[src/pid_controller_clamped_top_macros.svh]
// Assertion macros used by the top-level module.
`ifndef PID_CONTROLLER_CLAMPED_TOP_MACROS_SVH
`define PID_CONTROLLER_CLAMPED_TOP_MACROS_SVH
// An implication checked on every rising clock edge outside reset.
`define PCC_ASSERT_IMP(label, clk, rst_n, ante, cons, msg) \
    label: assert property (@(posedge clk) disable iff (!rst_n) (ante) |-> (cons)) \
        else $error(msg);
// A next-cycle implication checked outside reset.
`define PCC_ASSERT_NEXT(label, clk, rst_n, ante, cons, msg) \
    label: assert property (@(posedge clk) disable iff (!rst_n) (ante) |=> (cons)) \
        else $error(msg);
`endif

[src/pcc_pkg.sv]
// ----------------------------------------------------------------------------
// pcc_pkg
// Shared constants and types for the clamped PID controller.
// ----------------------------------------------------------------------------
package pcc_pkg;
    localparam int DATA_WIDTH = 32;
    localparam int FRAC_BITS  = 16;

    // Configuration register indexes.
    localparam logic [2:0] REG_GAIN_P   = 3'd0;
    localparam logic [2:0] REG_GAIN_I   = 3'd1;
    localparam logic [2:0] REG_GAIN_D   = 3'd2;
    localparam logic [2:0] REG_PERIOD   = 3'd3;
    localparam logic [2:0] REG_RATE     = 3'd4;
    localparam logic [2:0] REG_INT_LIM  = 3'd5;
    localparam logic [2:0] REG_OUT_LIM  = 3'd6;

    // Handshake between the sequencer and the serial multiplier.
    typedef struct packed {
        logic start;
        logic busy;
        logic done;
    } t_mul_ctrl;
endpackage

[src/pcc_serial_mul.sv]
// ----------------------------------------------------------------------------
// pcc_serial_mul
// Bit-serial signed fixed-point multiplier with floor shift and saturation.
// ----------------------------------------------------------------------------
module pcc_serial_mul #(
    parameter int DATA_WIDTH = pcc_pkg::DATA_WIDTH,
    parameter int FRAC_BITS  = pcc_pkg::FRAC_BITS
) (
    input  logic                         i_clk,
    input  logic                         i_rst_n,
    input  logic                         i_start,
    input  logic signed [DATA_WIDTH-1:0] i_a,
    input  logic signed [DATA_WIDTH-1:0] i_b,
    output logic                         o_busy,
    output logic                         o_done,
    output logic signed [DATA_WIDTH-1:0] o_p
);
    localparam int PW = 2 * DATA_WIDTH;
    localparam int CW = $clog2(DATA_WIDTH + 1);

    typedef enum logic [1:0] {S_IDLE, S_RUN, S_FIN} t_state;

    t_state                  r_state;
    logic [CW-1:0]           r_cnt;
    logic [DATA_WIDTH-1:0]   r_mcand;
    logic [DATA_WIDTH-1:0]   r_mplier;
    logic [PW-1:0]           r_acc;
    logic                    r_neg;
    logic                    r_done;
    logic signed [DATA_WIDTH-1:0] r_p;

    logic [PW-1:0]           n_acc;
    logic [PW-1:0]           w_q;
    logic                    w_frac;
    logic [PW-1:0]           w_mag;
    logic signed [DATA_WIDTH-1:0] w_res;

    // One multiplier bit per cycle: add the shifted multiplicand when set.
    always_comb begin
        n_acc = r_acc;
        if (r_mplier[0]) begin
            n_acc = r_acc + ({{DATA_WIDTH{1'b0}}, r_mcand} << r_cnt);
        end
    end

    // Magnitude shifted down, rounded to minus infinity for negatives.
    always_comb begin
        w_q    = r_acc >> FRAC_BITS;
        w_frac = |r_acc[FRAC_BITS-1:0];
        w_mag  = w_q + {{(PW-1){1'b0}}, (r_neg & w_frac)};
        if (!r_neg) begin
            if (w_mag > PW'({1'b0, {(DATA_WIDTH-1){1'b1}}}))
                w_res = {1'b0, {(DATA_WIDTH-1){1'b1}}};
            else
                w_res = w_mag[DATA_WIDTH-1:0];
        end else begin
            if (w_mag > PW'({1'b1, {(DATA_WIDTH-1){1'b0}}}))
                w_res = {1'b1, {(DATA_WIDTH-1){1'b0}}};
            else
                w_res = -w_mag[DATA_WIDTH-1:0];
        end
    end

    // Sequencer of the shift-and-add loop.
    always_ff @(posedge i_clk) begin
        if (!i_rst_n) begin
            r_state <= S_IDLE;
            r_cnt   <= '0;
            r_done  <= 1'b0;
        end else begin
            r_done <= (r_state == S_FIN);
            case (r_state)
                S_IDLE: begin
                    if (i_start) begin
                        r_mcand  <= i_a[DATA_WIDTH-1] ? -i_a : i_a;
                        r_mplier <= i_b[DATA_WIDTH-1] ? -i_b : i_b;
                        r_neg    <= i_a[DATA_WIDTH-1] ^ i_b[DATA_WIDTH-1];
                        r_acc    <= '0;
                        r_cnt    <= '0;
                        r_state  <= S_RUN;
                    end
                end
                S_RUN: begin
                    r_acc    <= n_acc;
                    r_mplier <= r_mplier >> 1;
                    r_cnt    <= r_cnt + 1'b1;
                    if (r_cnt == CW'(DATA_WIDTH - 1)) r_state <= S_FIN;
                end
                S_FIN: begin
                    r_p     <= w_res;
                    r_state <= S_IDLE;
                end
                default: r_state <= S_IDLE;
            endcase
        end
    end

    assign o_busy = (r_state != S_IDLE);
    assign o_done = r_done;
    assign o_p    = r_p;
endmodule

[src/pid_controller_clamped_top.sv]
// ----------------------------------------------------------------------------
// pid_controller_clamped_top
// Clamped PID controller with trapezoidal integral, signed Q16.16.
// ----------------------------------------------------------------------------
// Usage: the slave channel takes one transfer per control period, tdata
// holding error (low word) and error_rate (high word); the master channel
// then presents one transfer whose tdata is the clamped drive.
// Configuration is written through i_cfg_we / i_cfg_addr / i_cfg_data;
// the user must write it while the block is idle, which it does not check.
// Sequence: four products, or five when the derivative comes from the
// internal difference, run one after another on one bit-serial multiplier;
// the integral is updated after the second product and the output is
// loaded after the last. One item at a time; tready rises again as the
// drive is loaded into the output register.
// While the receiver stalls the drive is held; the next item is accepted
// and worked on, and its drive waits until the output register is free.
// Reset (synchronous, active low) clears the configuration registers, the
// integral and both stored errors, and drops tvalid on the master side.
// ----------------------------------------------------------------------------
`include "pid_controller_clamped_top_macros.svh"
module pid_controller_clamped_top #(
    parameter int DATA_WIDTH = pcc_pkg::DATA_WIDTH,
    parameter int FRAC_BITS  = pcc_pkg::FRAC_BITS
) (
    input  logic                    i_clk,
    input  logic                    i_rst_n,
    // tdata: error, error_rate
    input  logic [2*DATA_WIDTH-1:0] s_axis_tdata,
    input  logic                    s_axis_tvalid,
    output logic                    s_axis_tready,
    // tdata: drive
    output logic [DATA_WIDTH-1:0]   m_axis_tdata,
    output logic                    m_axis_tvalid,
    input  logic                    m_axis_tready,
    input  logic                    i_cfg_we,
    input  logic [2:0]              i_cfg_addr,
    input  logic [DATA_WIDTH-1:0]   i_cfg_data
);
    localparam int W = DATA_WIDTH;
    typedef logic signed [W-1:0] t_val;
    localparam t_val VMAX = {1'b0, {(W-1){1'b1}}};
    localparam t_val VMIN = {1'b1, {(W-1){1'b0}}};

    typedef enum logic [3:0] {
        S_IDLE, S_MW, S_WW, S_MS, S_WS, S_INT, S_MP, S_WP,
        S_ADDP, S_MD1, S_WD1, S_MD2, S_WD2, S_OUT, S_HOLD
    } t_state;

    // Saturating add at W bits.
    function automatic t_val sat_add(input t_val a, input t_val b);
        logic signed [W:0] s;
        s = {a[W-1], a} + {b[W-1], b};
        if (s[W] != s[W-1]) return s[W] ? VMIN : VMAX;
        return s[W-1:0];
    endfunction

    function automatic t_val clamp(input t_val v, input logic [W-2:0] lim);
        t_val l;
        l = {1'b0, lim};
        if (lim == '0) return v;
        if (v > l) return l;
        if (v < -l) return -l;
        return v;
    endfunction

    t_val r_kp, r_ki, r_kd;
    logic [W-2:0] r_period, r_rate, r_ilim, r_olim;
    t_val r_isum, r_pwe, r_perr;
    t_val r_err, r_erate, r_we, r_acc, r_tmp;
    t_state r_state;
    logic r_ovalid;
    t_val r_drive;
    logic r_start;
    t_val r_ma, r_mb;

    pcc_pkg::t_mul_ctrl w_mul;
    t_val w_p;
    t_val w_mean;
    t_val w_diff;
    logic w_load;

    assign w_mul.start = r_start;

    pcc_serial_mul #(.DATA_WIDTH(W), .FRAC_BITS(FRAC_BITS)) u_mul (
        .i_clk(i_clk), .i_rst_n(i_rst_n), .i_start(w_mul.start),
        .i_a(r_ma), .i_b(r_mb), .o_busy(w_mul.busy), .o_done(w_mul.done),
        .o_p(w_p)
    );

    // Floor mean of previous and current weighted error.
    always_comb begin
        logic signed [W:0] s;
        s      = {r_pwe[W-1], r_pwe} + {r_we[W-1], r_we};
        w_mean = s[W:1];
    end

    // Saturating error difference.
    always_comb begin
        logic signed [W:0] s;
        s = {r_err[W-1], r_err} - {r_perr[W-1], r_perr};
        if (s[W] != s[W-1]) w_diff = s[W] ? VMIN : VMAX;
        else w_diff = s[W-1:0];
    end

    // Configuration writes.
    always_ff @(posedge i_clk) begin
        if (!i_rst_n) begin
            r_kp <= '0; r_ki <= '0; r_kd <= '0;
            r_period <= '0; r_rate <= '0; r_ilim <= '0; r_olim <= '0;
        end else if (i_cfg_we) begin
            case (i_cfg_addr)
                pcc_pkg::REG_GAIN_P:  r_kp     <= i_cfg_data;
                pcc_pkg::REG_GAIN_I:  r_ki     <= i_cfg_data;
                pcc_pkg::REG_GAIN_D:  r_kd     <= i_cfg_data;
                pcc_pkg::REG_PERIOD:  r_period <= i_cfg_data[W-2:0];
                pcc_pkg::REG_RATE:    r_rate   <= i_cfg_data[W-2:0];
                pcc_pkg::REG_INT_LIM: r_ilim   <= i_cfg_data[W-2:0];
                pcc_pkg::REG_OUT_LIM: r_olim   <= i_cfg_data[W-2:0];
                default: ;
            endcase
        end
    end

    assign s_axis_tready = (r_state == S_IDLE);

    // The drive is loaded once the output register is empty or being read.
    assign w_load = (r_state == S_OUT) && (!r_ovalid || m_axis_tready);

    // Sequencer: each product is issued, then its result is awaited.
    always_ff @(posedge i_clk) begin
        if (!i_rst_n) begin
            r_state  <= S_IDLE;
            r_start  <= 1'b0;
            r_ovalid <= 1'b0;
            r_isum   <= '0;
            r_pwe    <= '0;
            r_perr   <= '0;
        end else begin
            r_start  <= (r_state == S_MW) || (r_state == S_MS) || (r_state == S_MP) ||
                        (r_state == S_ADDP) || (r_state == S_MD2);
            r_ovalid <= w_load || (r_ovalid && !m_axis_tready);
            case (r_state)
                S_IDLE: begin
                    if (s_axis_tvalid) begin
                        r_err   <= s_axis_tdata[W-1:0];
                        r_erate <= s_axis_tdata[2*W-1:W];
                        r_state <= S_MW;
                    end
                end
                S_MW: begin
                    r_ma <= r_err; r_mb <= r_ki; r_state <= S_WW;
                end
                S_WW: if (w_mul.done) begin
                    r_we <= w_p; r_state <= S_MS;
                end
                S_MS: begin
                    r_ma <= w_mean; r_mb <= {1'b0, r_period};
                    r_state <= S_WS;
                end
                S_WS: if (w_mul.done) begin
                    r_tmp <= w_p; r_state <= S_INT;
                end
                S_INT: begin
                    r_pwe   <= r_we;
                    r_isum  <= clamp(sat_add(r_isum, r_tmp), r_ilim);
                    r_state <= S_MP;
                end
                S_MP: begin
                    r_ma <= r_err; r_mb <= r_kp; r_state <= S_WP;
                end
                S_WP: if (w_mul.done) begin
                    r_acc <= sat_add(w_p, r_isum); r_state <= S_ADDP;
                end
                S_ADDP: begin
                    if (r_erate == '0) begin
                        r_ma <= w_diff; r_mb <= {1'b0, r_rate};
                        r_perr <= r_err;
                        r_state <= S_WD1;
                    end else begin
                        r_ma <= r_erate; r_mb <= r_kd;
                        r_state <= S_WD2;
                    end
                end
                S_WD1: if (w_mul.done) begin
                    r_tmp <= w_p; r_state <= S_MD2;
                end
                S_MD2: begin
                    r_ma <= r_kd; r_mb <= r_tmp; r_state <= S_WD2;
                end
                S_WD2: if (w_mul.done) begin
                    r_tmp <= clamp(sat_add(r_acc, w_p), r_olim); r_state <= S_OUT;
                end
                S_OUT: begin
                    if (w_load) begin
                        r_drive  <= r_tmp;
                        r_state  <= S_IDLE;
                    end
                end
                default: r_state <= S_IDLE;
            endcase
        end
    end

    assign m_axis_tvalid = r_ovalid;
    assign m_axis_tdata  = r_drive;

    `PCC_ASSERT_IMP(a_start_idle, i_clk, i_rst_n, w_mul.start, !w_mul.busy,
        "multiplier started while busy")
    `PCC_ASSERT_IMP(a_done_wait, i_clk, i_rst_n, w_mul.done,
        r_state == S_WW || r_state == S_WS || r_state == S_WP ||
        r_state == S_WD1 || r_state == S_WD2, "product arrived unexpectedly")
    `PCC_ASSERT_NEXT(a_out_hold, i_clk, i_rst_n, m_axis_tvalid && !m_axis_tready,
        m_axis_tvalid && $stable(m_axis_tdata), "stalled result changed")
endmodule
[config.mk]
export PLATFORM = sky130hd
export DESIGN_NAME = pid_controller_clamped_top
export DESIGN_NICKNAME = d
export VERILOG_FILES = /design/src/pcc_pkg.sv /design/src/pcc_serial_mul.sv /design/src/pid_controller_clamped_top.sv
export VERILOG_INCLUDE_DIRS = /design/src /design/src/src
export SDC_FILE = /design/constraint.sdc
export NUM_CORES = 2
export LEC_CHECK = 0
export ABC_AREA = 1
export BUFFER_PORTS_ARGS = -buffer_cell sky130_fd_sc_hd__buf_2
export CORE_MARGIN = 4
export CORE_UTILIZATION = 60
export DETAILED_ROUTE_END_ITERATION = 8
export PLACE_DENSITY = 0.77
export SYNTH_ARGS = -nofsm -noshare
export SYNTH_HDL_FRONTEND = slang
export SYNTH_SLANG_ARGS = --single-unit
[constraint.sdc]
create_clock -name i_clk -period 11.05 [get_ports i_clk]
set_input_delay 1.6575 -clock i_clk [delete_from_list [all_inputs] [get_ports i_clk]]
set_output_delay 1.6575 -clock i_clk [all_outputs]
set_load 0.05 [all_outputs]
==> flow_metrics.py <==
metrics = {
    "clocking": {
        "tritoncts": "yes",
        "htreeDepth": 3,
        "numCtsBuffers": 84,
        "clock_sinks": 748,
        "cts_setup_buffers": 0,
        "clock_path_buffers": 3,
        "insertion_delay_ps": 710,
        "cts-root-buf": "clkbuf_16",
        "cts_hold_buf": 0,
        "cts_resized": 0,
        "clk_pin_slew_ps": 60,
    },
    "grt": {
        "grt_max_degree": 100,
        "gr-total-overflow": 0,
        "track_usage": 0.420,
        "grt_util_met3": 0.101,
        "global_route.usage.met2": 0.640,
        "grt_pass1_wl_um": 314000,
        "antenna_found_initial": 12,
        "grtUsageMet1": 0.536,
        "grt_pass1_vias": 52000,
        "grt_busiest_layer": "met2",
    },
    "placed_design": {
        "placed_cell_area_um2": 56600,
        "hpwl_um": 163000,
        "dp_cells": 9064,
        "io_buffers": 137,
        "routabilityCongestion": 1.10,
    },
    "die": {
        "fp.dieW_um": 311,
        "design.die.area_um2": 96500,
        "coreArea_um2": 90400,
        "ios": 138,
        "start_util": 0.608,
        "num_rows": 110,
        "die_h_um": 311,
    },
    "cells_and_area": {
        "num-nets-final": 8443,
        "drive_gt1_frac": 0.0521,
        "design_area_um2": 59600,
        "final_cells": 9223,
        "utilization": 0.659,
        "syn2layout_area_growth_pct": 8.34,
    },
    "critical_path": {
        "crit_path_end_kind": "register",
        "required_ps": 11450,
        "r2r_cells": 29,
        "cp_max_fo": 52,
        "crit_top_cell": "nand2_1",
        "start_kind": "register",
        "reg2reg_setup_slack_ps": 3370,
        "crit_arrival_ps": 8080,
        "crit_path_max_incr_delay_ps": 660,
        "crit_type": "register to register",
        "slowest_stage": "inv_1",
    },
    "route": {
        "wl_per_cell_um": 23.0,
        "viasPerCell": 6.21,
        "drt_wl_total_um": 212000,
        "drcViolationCount": 0,
        "vias": 57200,
        "ant_nets": 0,
        "first_pass_iters": 7,
        "dr.first_iter.drc_count": 7833,
    },
    "worst_hold_path": {
        "whs_path_depth": 2,
        "hold_path_class": "register to register",
    },
    "yosys": {
        "synth.yosys.warnings": 0,
        "synth_seq_cells": 748,
        "yosysMostFrequentCell": "nand2_1",
        "avgSynthCellArea_um2": 6.91,
        "synth_cell_types": 57,
        "yosysSeqAreaShare": 0.348,
        "synth_compound_area_frac": 0.167,
        "synthTopCellsByCount": "1906 x nand2_1, 1012 x nor2_1, 861 x inv_1, 772 x o21ai_0, 605 x a21oi_1",
        "synth_top_family_by_area": "simple AND/OR/NAND/NOR gates",
        "syn_nets": 8429,
        "synth_area_um2": 55000,
        "ys_async_sr_fraction": 0,
        "postSynthCellCount": 7960,
        "synth_adder_area_share": 0.0839,
        "muxShareOfSynthArea": 0.000546,
        "yosysTopAreaCellShare": 0.228,
        "yosysTopAreaCell": "edfxtp_1",
        "synth_edf_count": 417,
        "synth_top_cells_by_area": "edfxtp_1 23%, nand2_1 13%, dfxtp_1 12%",
        "synth_xor_area_frac": 0.0319,
        "yosys.area_share.simple": 0.289,
        "ys.flop_type": "edfxtp_1",
    },
    "timing": {
        "finalHoldViolations": 0,
        "period_needed_ps": 7680,
        "report.final.setup_viol": 0,
        "setup_tns_ps": 0,
        "finClkSkew_ps": 61.0,
        "tightest_slew_ps": 1330,
        "slew_violations": 0,
        "fmax_mhz": 130,
        "grt_setup_unrepaired": "no",
        "holdWs_ps": 448,
        "worst_slew_margin_rel": 0.111,
        "period_share": 0.695,
    },
    "power_and_ir_drop": {
        "leakage_nw": 26.5,
        "vdd_drop_max_uv": 132,
        "power_density_nw_per_um2": 183,
    },
    "run": {
        "cap_violations": 0,
    },
    "run_status": {
        "status": "finished clean",
    },
}
## layout by cell type, fill, tap and decap left out, types with 15 or more instances in the layout
master	instances
or2_2	18
nor2_2	22
o22ai_1	15
inv_1	861
buf_4	57
clkbuf_16	89
o21a_1	24
o21bai_1	41
nand2_1	1905
edfxtp_1	417
o21ai_0	772
nand3_1	545
buf_2	136
nand3b_1	22
dfxtp_1	331
ha_1	359
a21oi_1	605
nor3_1	75
xor2_1	159
a31oi_1	41
nand4_1	126
a211oi_1	20
nor4_1	42
nor2_1	999
clkinv_1	18
nand2_2	16
o211ai_1	27
clkbuf_1	18
o2111ai_1	16
o221ai_1	16
xnor2_1	41
a21o_1	49
a221oi_1	26
## power by group
part | total [W] | switching [W] | internal [W]
Combinational | 0.00414 | 0.00294 | 0.00121
Sequential | 0.00377 | 0.000347 | 0.00343
Clock | 0.00300 | 0.00130 | 0.00171
Total | 0.0109 | 0.00458 | 0.00634
## cells by family (layout without fill, tap and decap cells)
group	count (synthesis)	after routing
adders and majority gates	365	365
AOI/OAI and AO/OA	1679	1679
muxes	3	3
buffers and inverters	1151	1234
DFF	748	748
and+or+nand+nor	3814	3814
other	0	4
xor gates and xnor gates	200	200
## worst max-delay path: cells and delay by family (launching register included)
| family | cells | cell delay [ps] |
|---|---|---|
| fa+ha+maj | 3 | 1180 |
| buf+inv | 5 | 1770 |
| compound gates | 5 | 1340 |
| flops | 1 | 460 |
| xor+xnor | 1 | 200 |
| simple gates | 15 | 2430 |
## per-layer routing
| metal | wire length (um) | part of all wire |
|---|---|---|
| met1 | 79700 | 0.38 |
| met2 | 90500 | 0.43 |
| met3 | 24600 | 0.12 |
| met4 | 16900 | 0.080 |
| met5 | 54 | 0.00026 |
## sequential cells by signal (all words and copies together), names as in the netlist, 31 cells and up
name            cells
u_mul.r_acc        64
m_axis_tdata       32
r_acc              32
r_erate            32
r_err              32
r_isum             32
r_kd               32
r_ki               32
r_kp               32
r_ma               32
r_mb               32
r_perr             32
r_pwe              32
r_tmp              32
r_we               32
u_mul.o_p          32
u_mul.r_mcand      32
u_mul.r_mplier     32
r_ilim             31
r_olim             31
r_period           31
r_rate             31
## area by class of cell
type	instances	area [um2]
multi-input cells	6061	31500
flip-flops and latches	748	19100
repair buffers	194	1120
diodes	4	10.0
well taps	1176	1470
clock inverters	39	537
fillers	8123	30900
clock buffers	116	2420
inverters	885	3320
## final timing paths
path / start / end
worst max register to register: u_mul.o_p[3] / r_tmp[1]
worst max-delay path: u_mul.o_p[3] / r_tmp[1]
worst min register to register: r_period[12] / r_period[12]
worst min-delay path: r_period[12] / r_period[12]
## per-stage QoR
step                      total power, W  setup WS [ps]
after floorplan                  0.00646           2010
after global placement           0.00771           3660
after detailed placement         0.00778           3540
after CTS                         0.0108           3540
after global routing              0.0115           2740
final                             0.0109           3370
Note: power is estimated with default switching activity, not from simulation.
